==> config.mk <==
export PLATFORM = sky130hd
export DESIGN_NAME = brake_hold_sequencer
export DESIGN_NICKNAME = d
export VERILOG_FILES = /design/src/hw/rtl/bhs_pkg.sv /design/src/hw/rtl/bhs_hold.sv /design/src/hw/rtl/bhs_frame.sv /design/src/hw/rtl/brake_hold_sequencer.sv
export SDC_FILE = /design/constraint.sdc
export NUM_CORES = 1
export LEC_CHECK = 0
export ABC_AREA = 1
export BUFFER_PORTS_ARGS = -buffer_cell sky130_fd_sc_hd__buf_2
export CORE_MARGIN = 3
export CORE_UTILIZATION = 35
export DETAILED_ROUTE_END_ITERATION = 12
export GPL_ROUTABILITY_DRIVEN = 0
export PLACE_DENSITY = 0.64
export SETUP_SLACK_MARGIN = 0.05
export SLEW_MARGIN = 10
export SYNTH_ARGS = -nofsm -noshare
export SYNTH_HDL_FRONTEND = slang
export SYNTH_SLANG_ARGS = --single-unit
==> constraint.sdc <==
create_clock -name i_clk -period 14.8 [get_ports i_clk]
set_clock_uncertainty 0.05 [all_clocks]
set_input_delay 1.48 -clock i_clk [delete_from_list [all_inputs] [get_ports i_clk]]
set_output_delay 1.48 -clock i_clk [all_outputs]
set_load 0.03 [all_outputs]
==> src/hw/rtl/bhs_pkg.sv <==
// ----------------------------------------------------------------------------
// bhs_pkg: shared types and constants of the brake-hold sequencer
// Register indexes, reset values, field widths and the status record that
// passes between the hold state machine and the frame builder.
// ----------------------------------------------------------------------------
package bhs_pkg;

    localparam int unsigned AccelW   = 16;
    localparam int unsigned SpeedW   = 17;
    localparam int unsigned JerkW    = 10;
    localparam int unsigned TargetW  = 14;
    localparam int unsigned LingerW  = 4;
    localparam int unsigned BlindW   = 8;
    localparam int unsigned CfgDataW = 17;
    localparam int unsigned CfgIdxW  = 3;
    localparam int unsigned OemW     = 56;
    localparam int unsigned FrameW   = 64;

    typedef enum logic [CfgIdxW-1:0] {
        CFG_JERK_STEP    = 3'd0,
        CFG_STOP_TARGET  = 3'd1,
        CFG_ENGAGE_SPEED = 3'd2,
        CFG_LINGER_TICKS = 3'd3,
        CFG_BLIND_TICKS  = 3'd4
    } t_cfg_idx;

    typedef enum logic {
        OP_TICK  = 1'b0,
        OP_FRAME = 1'b1
    } t_op;

    localparam logic [JerkW-1:0]   JerkReset   = 10'd14;
    localparam logic [TargetW-1:0] TargetReset = 14'h3060;  // -4000
    localparam logic [SpeedW-1:0]  SpeedReset  = 17'd18000;
    localparam logic [LingerW-1:0] LingerReset = 4'd10;
    localparam logic [BlindW-1:0]  BlindReset  = 8'd150;

    // Deceleration byte: floor((brake + DecelOffset) / 48), saturated.
    localparam logic signed [AccelW:0] DecelOffset = 17'sd7968;
    localparam logic signed [AccelW:0] DecelSatAt  = 17'sd12288;  // 256 * 48
    localparam logic [9:0]             RecipThree  = 10'd683;     // 2^11 / 3, rounded up

    typedef struct packed {
        logic [JerkW-1:0]          jerk_step;
        logic signed [TargetW-1:0] stop_target;
        logic [SpeedW-1:0]         engage_speed;
        logic [LingerW-1:0]        linger_ticks;
        logic [BlindW-1:0]         blind_ticks;
    } t_cfg;

    typedef struct packed {
        logic                     standby;
        logic                     is_stopping;
        logic                     override_any;
    } t_tick_flags;

    typedef struct packed {
        logic                     enabled;
        logic                     active;
        logic                     blind;
        logic signed [AccelW-1:0] brake_now;
    } t_hold_status;

endpackage

==> src/hw/rtl/bhs_hold.sv <==
// ----------------------------------------------------------------------------
// bhs_hold: hold state machine
// Holds the engage, brake, blind and release-tail state and steps it once for
// each tick beat. Reports the state before and after the step.
// ----------------------------------------------------------------------------
module bhs_hold (
    input  logic                                 i_clk,
    input  logic                                 i_rst_n,
    input  logic                                 i_step,
    input  bhs_pkg::t_cfg                        i_cfg,
    input  logic signed [bhs_pkg::AccelW-1:0]    i_accel,
    input  logic        [bhs_pkg::SpeedW-1:0]    i_speed,
    input  bhs_pkg::t_tick_flags                 i_flags,
    output bhs_pkg::t_hold_status                o_now,
    output bhs_pkg::t_hold_status                o_next
);

    logic                                 r_enabled, n_enabled;
    logic [bhs_pkg::LingerW-1:0]          r_count, n_count;
    logic signed [bhs_pkg::AccelW-1:0]    r_brake, n_brake;
    logic signed [bhs_pkg::AccelW-1:0]    r_prev, n_prev;
    logic                                 r_blind, n_blind;
    logic [bhs_pkg::BlindW-1:0]           r_blind_cnt, n_blind_cnt;
    logic                                 r_d1, n_d1;
    logic                                 r_d2, n_d2;
    logic                                 r_active, n_active;

    logic signed [bhs_pkg::AccelW:0]      diff;
    logic signed [bhs_pkg::AccelW:0]      step_pos;
    logic signed [bhs_pkg::AccelW:0]      delta;
    logic signed [bhs_pkg::AccelW-1:0]    ramp;
    logic                                 engage;

    // Jerk-limited ramp from the previous brake value toward the stop target.
    always_comb begin
        step_pos = $signed({{(bhs_pkg::AccelW + 1 - bhs_pkg::JerkW){1'b0}}, i_cfg.jerk_step});
        diff     = $signed({{(bhs_pkg::AccelW + 1 - bhs_pkg::TargetW){i_cfg.stop_target[
                       bhs_pkg::TargetW-1]}}, i_cfg.stop_target})
                   - $signed({r_prev[bhs_pkg::AccelW-1], r_prev});
        if (diff > step_pos) begin
            delta = step_pos;
        end else if (diff < -step_pos) begin
            delta = -step_pos;
        end else begin
            delta = diff;
        end
        ramp = r_prev + delta[bhs_pkg::AccelW-1:0];
    end

    always_comb begin
        engage      = i_accel[bhs_pkg::AccelW-1]
                      && ((i_flags.standby && (i_speed <= i_cfg.engage_speed)) || r_enabled);
        n_enabled   = r_enabled;
        n_count     = r_count;
        n_brake     = r_brake;
        n_prev      = r_prev;
        n_blind     = r_blind;
        n_blind_cnt = r_blind_cnt;
        n_d1        = r_d1;
        n_d2        = r_d2;

        if (engage) begin
            if (!r_enabled) begin
                n_count   = '0;
                n_brake   = '0;
                n_enabled = 1'b1;
                n_prev    = i_accel;
            end else begin
                n_brake = i_flags.is_stopping ? ramp : i_accel;
                n_prev  = n_brake;
            end
            if (n_count != '1) begin
                n_count = n_count + 1'b1;
            end
        end else begin
            if (r_enabled && (r_count < i_cfg.linger_ticks)) begin
                n_count = r_count + 1'b1;
            end else begin
                n_brake   = '0;
                n_enabled = 1'b0;
            end
        end

        if (i_flags.override_any) begin
            if (n_enabled) begin
                n_blind = 1'b1;
            end
            n_brake   = '0;
            n_enabled = 1'b0;
            n_d1      = 1'b0;
            n_d2      = 1'b0;
        end

        if (n_blind && (r_blind_cnt < i_cfg.blind_ticks)) begin
            n_blind_cnt = r_blind_cnt + 1'b1;
        end else begin
            n_blind     = 1'b0;
            n_blind_cnt = '0;
        end

        n_active = n_d2 || n_enabled;
        n_d2     = n_d1;
        n_d1     = n_enabled;
    end

    always_ff @(posedge i_clk) begin
        if (!i_rst_n) begin
            r_enabled   <= 1'b0;
            r_count     <= '0;
            r_brake     <= '0;
            r_prev      <= '0;
            r_blind     <= 1'b0;
            r_blind_cnt <= '0;
            r_d1        <= 1'b0;
            r_d2        <= 1'b0;
            r_active    <= 1'b0;
        end else if (i_step) begin
            r_enabled   <= n_enabled;
            r_count     <= n_count;
            r_brake     <= n_brake;
            r_prev      <= n_prev;
            r_blind     <= n_blind;
            r_blind_cnt <= n_blind_cnt;
            r_d1        <= n_d1;
            r_d2        <= n_d2;
            r_active    <= n_active;
        end
    end

    assign o_now  = '{enabled: r_enabled, active: r_active, blind: r_blind, brake_now: r_brake};
    assign o_next = '{enabled: n_enabled, active: n_active, blind: n_blind, brake_now: n_brake};

endmodule

==> src/hw/rtl/bhs_frame.sv <==
// ----------------------------------------------------------------------------
// bhs_frame: status frame builder
// Builds the eight payload bytes from the hold state and the beat's flags,
// with byte 7 as the XOR of bytes 0 to 6.
// ----------------------------------------------------------------------------
module bhs_frame (
    input  bhs_pkg::t_hold_status           i_status,
    input  logic                            i_release,
    input  logic                            i_switch,
    input  logic                            i_is_stopped,
    input  logic [3:0]                      i_msg_counter,
    input  logic                            i_to_powertrain,
    input  logic [bhs_pkg::OemW-1:0]        i_oem,
    output logic [bhs_pkg::FrameW-1:0]      o_frame
);

    logic [7:0]                       b [8];
    logic signed [bhs_pkg::AccelW:0]  sum;
    logic [9:0]                       sixteenths;
    logic [19:0]                      prod;
    logic [7:0]                       decel;

    // Divide by 48 as a shift by four and a multiply by the reciprocal of three;
    // exact for the sub-768 range left after saturation.
    always_comb begin
        sum        = $signed({i_status.brake_now[bhs_pkg::AccelW-1], i_status.brake_now})
                     + bhs_pkg::DecelOffset;
        sixteenths = sum[13:4];
        prod       = {10'd0, sixteenths} * {10'd0, bhs_pkg::RecipThree};
        if (sum <= 0) begin
            decel = 8'd0;
        end else if (sum >= bhs_pkg::DecelSatAt) begin
            decel = 8'hFF;
        end else begin
            decel = prod[18:11];
        end
    end

    always_comb begin
        for (int i = 0; i < 8; i++) begin
            b[i] = 8'd0;
        end
        if (!i_release && !i_switch) begin
            b[0] = {i_msg_counter, 4'd0};
            if (i_to_powertrain) begin
                b[3] = decel;
                b[4] = {1'b0, i_status.enabled, 1'b0, i_status.enabled, 3'd0,
                        (i_status.brake_now != '0)};
                b[5] = {7'd0, i_status.enabled};
            end else begin
                b[4] = 8'h10;
                b[5] = {7'd0, i_is_stopped};
            end
        end else begin
            b[0] = {i_msg_counter, i_oem[3:0]};
            for (int i = 1; i < 7; i++) begin
                b[i] = i_oem[8*i +: 8];
            end
        end
        b[7] = b[0] ^ b[1] ^ b[2] ^ b[3] ^ b[4] ^ b[5] ^ b[6];
        for (int i = 0; i < 8; i++) begin
            o_frame[8*i +: 8] = b[i];
        end
    end

endmodule

==> src/hw/rtl/brake_hold_sequencer.sv <==
// ----------------------------------------------------------------------------
// brake_hold_sequencer: brake-hold sequencer with status frame builder
// Tick beats step the hold state; frame beats build the 8-byte status payload.
// ----------------------------------------------------------------------------
// The block takes one beat per clock cycle while results are taken, and
// returns exactly one result beat for each, in order. A result is loaded into
// the output register, and offered from there, once that register is empty or
// drained. A beat is captured in an input register, worked through one
// pass of compare, ramp, counter and frame logic, and the result lands in an
// output register; while a result waits the input register can still take one
// more beat, and the hold state is updated at the same edge that loads the
// result, so the following beat always sees the state left by the one before.
// Tick beats (tuser = 0) advance the hold, brake ramp, blind timer and release
// tail and return a zero frame; frame beats (tuser = 1) leave the state
// untouched and return the payload built from it. Configuration writes take
// effect at once and should be made only while no beat is in flight.
// ----------------------------------------------------------------------------
module brake_hold_sequencer (
    input  logic                              i_clk,
    input  logic                              i_rst_n,
    // configuration write port
    input  logic                              i_cfg_we,
    input  logic [bhs_pkg::CfgIdxW-1:0]       i_cfg_idx,
    input  logic [bhs_pkg::CfgDataW-1:0]      i_cfg_data,
    // input stream
    input  logic                              s_axis_tvalid,
    output logic                              s_axis_tready,
    // tdata, lowest bit up: accel_ego[15:0], speed_ego[32:16], standby[33],
    // is_stopping[34], is_stopped[35], driver_override[36], oem_release[37],
    // oem_switch[38], msg_counter[42:39], to_powertrain[43], oem_bytes[99:44],
    // zero pad[103:100]
    input  logic [103:0]                      s_axis_tdata,
    // tuser: op[0]
    input  logic                              s_axis_tuser,
    // result stream
    output logic                              m_axis_tvalid,
    input  logic                              m_axis_tready,
    // tdata, lowest bit up: frame_bytes[63:0], brake_accel[79:64],
    // hold_enable[80], hold_active[81], radar_blind[82], zero pad[87:83]
    output logic [87:0]                       m_axis_tdata
);

    bhs_pkg::t_cfg         r_cfg;
    logic                  r_in_vld;
    logic [103:0]          r_in_data;
    logic                  r_in_op;
    logic                  r_out_vld;
    logic [87:0]           r_out_data;
    logic [87:0]           n_out_data;

    logic                  advance;
    logic                  is_tick;
    bhs_pkg::t_tick_flags  flags;
    bhs_pkg::t_hold_status st_now;
    bhs_pkg::t_hold_status st_next;
    bhs_pkg::t_hold_status st_res;
    logic [bhs_pkg::FrameW-1:0] frame;

    // Configuration registers.
    always_ff @(posedge i_clk) begin
        if (!i_rst_n) begin
            r_cfg.jerk_step    <= bhs_pkg::JerkReset;
            r_cfg.stop_target  <= bhs_pkg::TargetReset;
            r_cfg.engage_speed <= bhs_pkg::SpeedReset;
            r_cfg.linger_ticks <= bhs_pkg::LingerReset;
            r_cfg.blind_ticks  <= bhs_pkg::BlindReset;
        end else if (i_cfg_we) begin
            case (bhs_pkg::t_cfg_idx'(i_cfg_idx))
                bhs_pkg::CFG_JERK_STEP: begin
                    r_cfg.jerk_step <= i_cfg_data[bhs_pkg::JerkW-1:0];
                end
                bhs_pkg::CFG_STOP_TARGET: begin
                    r_cfg.stop_target <= i_cfg_data[bhs_pkg::TargetW-1:0];
                end
                bhs_pkg::CFG_ENGAGE_SPEED: begin
                    r_cfg.engage_speed <= i_cfg_data[bhs_pkg::SpeedW-1:0];
                end
                bhs_pkg::CFG_LINGER_TICKS: begin
                    r_cfg.linger_ticks <= i_cfg_data[bhs_pkg::LingerW-1:0];
                end
                bhs_pkg::CFG_BLIND_TICKS: begin
                    r_cfg.blind_ticks <= i_cfg_data[bhs_pkg::BlindW-1:0];
                end
                default: begin
                end
            endcase
        end
    end

    // The held beat moves on whenever the output register is empty or being
    // drained this cycle; the input register refills in the same cycle.
    assign advance       = r_in_vld && (!r_out_vld || m_axis_tready);
    assign s_axis_tready = !r_in_vld || advance;

    always_ff @(posedge i_clk) begin
        if (!i_rst_n) begin
            r_in_vld <= 1'b0;
        end else if (s_axis_tready) begin
            r_in_vld <= s_axis_tvalid;
        end
    end

    always_ff @(posedge i_clk) begin
        if (s_axis_tready && s_axis_tvalid) begin
            r_in_data <= s_axis_tdata;
            r_in_op   <= s_axis_tuser;
        end
    end

    assign is_tick = (bhs_pkg::t_op'(r_in_op) == bhs_pkg::OP_TICK);
    assign flags   = '{standby:      r_in_data[33],
                       is_stopping:  r_in_data[34],
                       override_any: r_in_data[36] | r_in_data[37] | r_in_data[38]};

    bhs_hold u_hold (
        .i_clk   (i_clk),
        .i_rst_n (i_rst_n),
        .i_step  (advance && is_tick),
        .i_cfg   (r_cfg),
        .i_accel (r_in_data[15:0]),
        .i_speed (r_in_data[32:16]),
        .i_flags (flags),
        .o_now   (st_now),
        .o_next  (st_next)
    );

    // Frames are built from the state as it stands; they never change it.
    bhs_frame u_frame (
        .i_status        (st_now),
        .i_release       (r_in_data[37]),
        .i_switch        (r_in_data[38]),
        .i_is_stopped    (r_in_data[35]),
        .i_msg_counter   (r_in_data[42:39]),
        .i_to_powertrain (r_in_data[43]),
        .i_oem           (r_in_data[99:44]),
        .o_frame         (frame)
    );

    assign st_res     = is_tick ? st_next : st_now;
    assign n_out_data = {5'd0, st_res.blind, st_res.active, st_res.enabled,
                         st_res.brake_now, (is_tick ? {bhs_pkg::FrameW{1'b0}} : frame)};

    always_ff @(posedge i_clk) begin
        if (!i_rst_n) begin
            r_out_vld <= 1'b0;
        end else if (advance) begin
            r_out_vld <= 1'b1;
        end else if (m_axis_tready) begin
            r_out_vld <= 1'b0;
        end
    end

    always_ff @(posedge i_clk) begin
        if (advance) begin
            r_out_data <= n_out_data;
        end
    end

    assign m_axis_tvalid = r_out_vld;
    assign m_axis_tdata  = r_out_data;

`ifndef SYNTHESIS
    // An engaged hold always reports itself active.
    a_enable_implies_active: assert property (@(posedge i_clk) disable iff (!i_rst_n)
        m_axis_tvalid |-> (!m_axis_tdata[80] || m_axis_tdata[81]))
        else $error("hold engaged but not reported active");

    // Tick results carry an all-zero frame.
    a_tick_frame_zero: assert property (@(posedge i_clk) disable iff (!i_rst_n)
        (advance && is_tick) |=> (m_axis_tdata[63:0] == '0))
        else $error("tick result carries a non-zero frame");

    // A full input register that cannot move on must be holding input back.
    a_backpressure: assert property (@(posedge i_clk) disable iff (!i_rst_n)
        (r_in_vld && !advance) |-> !s_axis_tready)
        else $error("input accepted over a stalled beat");

    // Frame beats leave the hold state untouched.
    a_frame_keeps_state: assert property (@(posedge i_clk) disable iff (!i_rst_n)
        (advance && !is_tick) |=> (st_now == $past(st_now)))
        else $error("frame beat changed the hold state");
`endif

endmodule
==> results by group <==
Status
  • Outcome: finished clean

Synthesis
  • Syn Area/Cell: approximately 8.9 um^2
  • #FFs+latches synth: around 280
  • EDFF count, synth: 180
  • Synth top area cells: edfxtp_1 (33%), dfxtp_1 (12%), ha_1 (11%), nand2_1 (6.7%), inv_1 (5.5%)
  • Synth area leader: edfxtp_1
  • Top-area cell type share of the netlist area: 0.3265
  • Ys flop type: edfxtp_1
  • Post-synthesis cell type count: 53
  • Syn Inst Count: 1856
  • Synth top cells by count: nand2_1 (296), inv_1 (243), edfxtp_1 (180)
  • Most frequent cell after synthesis: nand2_1
  • FFs w/ async S/R, synth: 0
  • Syn Std Cell Area: 16550 um^2
  • Yosys warns: 0
  • Post-synthesis sequential area ratio: 0.4511

Clock network
  • Clk Latency, worst-skew pair: 530 ps
  • Root buf cell: clkbuf_16
  • # resized after CTS: 0
  • CTS clk-pin slew, worst paths: ~60 ps
  • Hold_buf cts: 0
  • CTS Buf Count: 34
  • Post-CTS Setup Inserts: 0
  • Clock Path Buffers: 3
  • CTS Sinks: 283
  • CTS tree: built
  • H-tree depth: 2

Floorplan
  • Die area: 49940 um^2
  • Io pins: between 200 and 250
  • Initial Util: 0.3548
  • Row count: slightly below 80
  • Die X-Extent: approximately 220 um
  • Die Y-Extent: roughly 220 um
  • Core ar.: 46650 um^2

Critical path
  • Slowest cell on crit path: inv_1
  • Worst Path Required: around 15000 ps
  • Critical path peak fanout: 23
  • CP Data Arrival Time: slightly above 7000 ps
  • Crit-path max cell delay: ~520 ps
  • Startpoint Class: flip-flop
  • Kind of critical path: reg2reg
  • Cell repeated most along the worst path: nand2_1
  • CP Capture Type: flip-flop

Global routing
  • Largest net degree at the start of global routing: 90
  • First-pass GRT wire length: 69.14 mm
  • Initial antenna violation count: 1
  • GRT Total Usage: 0.1737
  • GRT Residual Overflow: 0
  • Vias in the first global route: roughly 13000

Placement
  • Cell Area, Placed: approximately 18000 um^2
  • Port bufs: ~210
  • Hpwl dp: 33.36 mm

STA
  • Setup TNS: 0 ps
  • Final Critical Period: 6956 ps
  • Worst-Margin Slew: ~1100 ps
  • Tcrit/Tclk final: 0.4700
  • Hold Fails Final Rpt: 0
  • Final setup vio count: 0
  • Rel. slew slack: 0.2958
  • RSZ-0062 raised after global routing: no
  • Slew Limit Fails: 0
  • FMAX: between 100 and 150 MHz

Detailed routing
  • WL/cell: roughly 16 um
  • Vias: 13380
  • Vias per std cell: between 4 and 5
  • Initial DRT Pass Iterations: 4
  • Final ANT Viol Nets: 0
  • DRT Wirelength: about 44 mm
  • 1st-iter DRT viols: between 800 and 900
  • Post-route DRC: 0

Final layout
  • Final #Nets: around 2400
  • Layout cells sized above 1: 0.1574
  • Fin area: 19280 um^2
  • Syn-to-layout area delta: 16.48%

Run
  • Max Cap Viol: 0

Power
  • Pleak: ~8.5 nW
  • Pwr dens: between 100 and 150 nW/um^2
  • Peak supply drop: a little over 0.0001 V

Min path
  • Worst Hold Class: reg2reg
-- final cells by class --
class                      instances  area (um^2)
antenna                            1        2.502
clock buffer                      44        930.9
clock inverter                    15        136.4
fill                            4612        27370
inverter                         259        975.9
multi-input combinational       1257         7873
sequential                       283         7467
tap                              607        759.5
timing repair buffer             220         1136
-- worst max-delay path, delay by kind of cell (launching register included) --
family	cells	cell delay, ps
flip-flops	1	290
AND/OR/NAND/NOR	16	1640
adder cells (fa/ha/maj)	4	1370
XOR/XNOR	2	450
buffers and inverters	5	880
AO/OA/AOI/OAI	11	1960
-- routing by layer --
metal  wire [um]  GRT usage
met4        2026    0.07759
met2       20190     0.2781
met5           0          0
met1       19810     0.2330
met3        2092    0.02684
-- power breakdown --
part / switching [mW] / total (mW) / internal (mW) / leakage, nW
logic: 0.546 / 0.878 / 0.332 / 5.46
registers: 0.0188 / 0.904 / 0.885 / 2.57
clock network: 0.332 / 0.812 / 0.480 / 0.508
total: 0.897 / 2.59 / 1.70 / 8.54
-- cell families after synthesis --
family | Yosys count | synth area share
XOR/XNOR | 65 | 0.03439
AND/OR/NAND/NOR | 615 | 0.1637
other | 1 | 0.0002265
adder cells (fa/ha/maj) | 171 | 0.1397
flip-flops | 283 | 0.4511
buffers and inverters | 320 | 0.07438
multiplexers | 2 | 0.001360
AO/OA/AOI/OAI | 399 | 0.1351
-- worst paths after layout --
path / from / to / slack, ps / cells past startpoint
worst max-delay path: r_cfg[29] / m_axis_tdata[76] / 7840 / 38
worst min-delay path: u_hold.r_d2 / u_hold.r_d2 / 410 / 2
worst max register to register: r_cfg[29] / m_axis_tdata[76] / 7840 / 38
worst min register to register: u_hold.r_d2 / u_hold.r_d2 / 410 / 2
-- per-stage QoR --
step | setup slack, ps | util | std cells | hold WS (ps) | total power, mW
2_1_floorplan | 9191 | - | 1860 | 380.8 | 1.577
3_3_place_gp | 8116 | 0.3903 | 2626 | 398.7 | 1.769
3_5_place_dp | 7950 | 0.3903 | 2626 | 402.5 | 1.792
4_1_cts | 7922 | 0.4132 | 2685 | 411.4 | 2.622
5_1_grt | 7219 | 0.4133 | 2686 | 431.1 | 2.794
6_report | 7844 | 0.4133 | 2686 | 410.8 | 2.594
-- registers in the layout, summed over array words and instances, names as in the netlist --
register and flops:
r_in_data 96, m_axis_tdata 83, r_cfg 53, u_hold.r_brake 16, u_hold.r_prev 16, u_hold.r_blind_cnt 8
u_hold.r_count 4, m_axis_tvalid 1, r_in_op 1, r_in_vld 1, u_hold.r_active 1, u_hold.r_blind 1
u_hold.r_d1 1, u_hold.r_d2 1
-- cell usage in the layout, fill, tap and decap left out, types with 5 or more instances in the layout --
cell type and count:
a31oi_1 17, o21ai_0 157, nand3_2 6, clkinv_1 9, clkbuf_1 8, nor2_1 142, xnor2_1 22, fa_1 23
inv_2 14, inv_1 240, edfxtp_1 180, o21ai_1 8, conb_1 5, clkbuf_16 36, ha_1 148, xor2_1 43
buf_2 206, buf_4 14, nor2_2 7, nand4_1 16, o211ai_1 46, a21oi_1 139, nand2_1 296, nor3_1 29
nand2_2 15, dfxtp_1 103, nand3_1 76, nor4_1 7
Power figures use the tool's default switching activity.
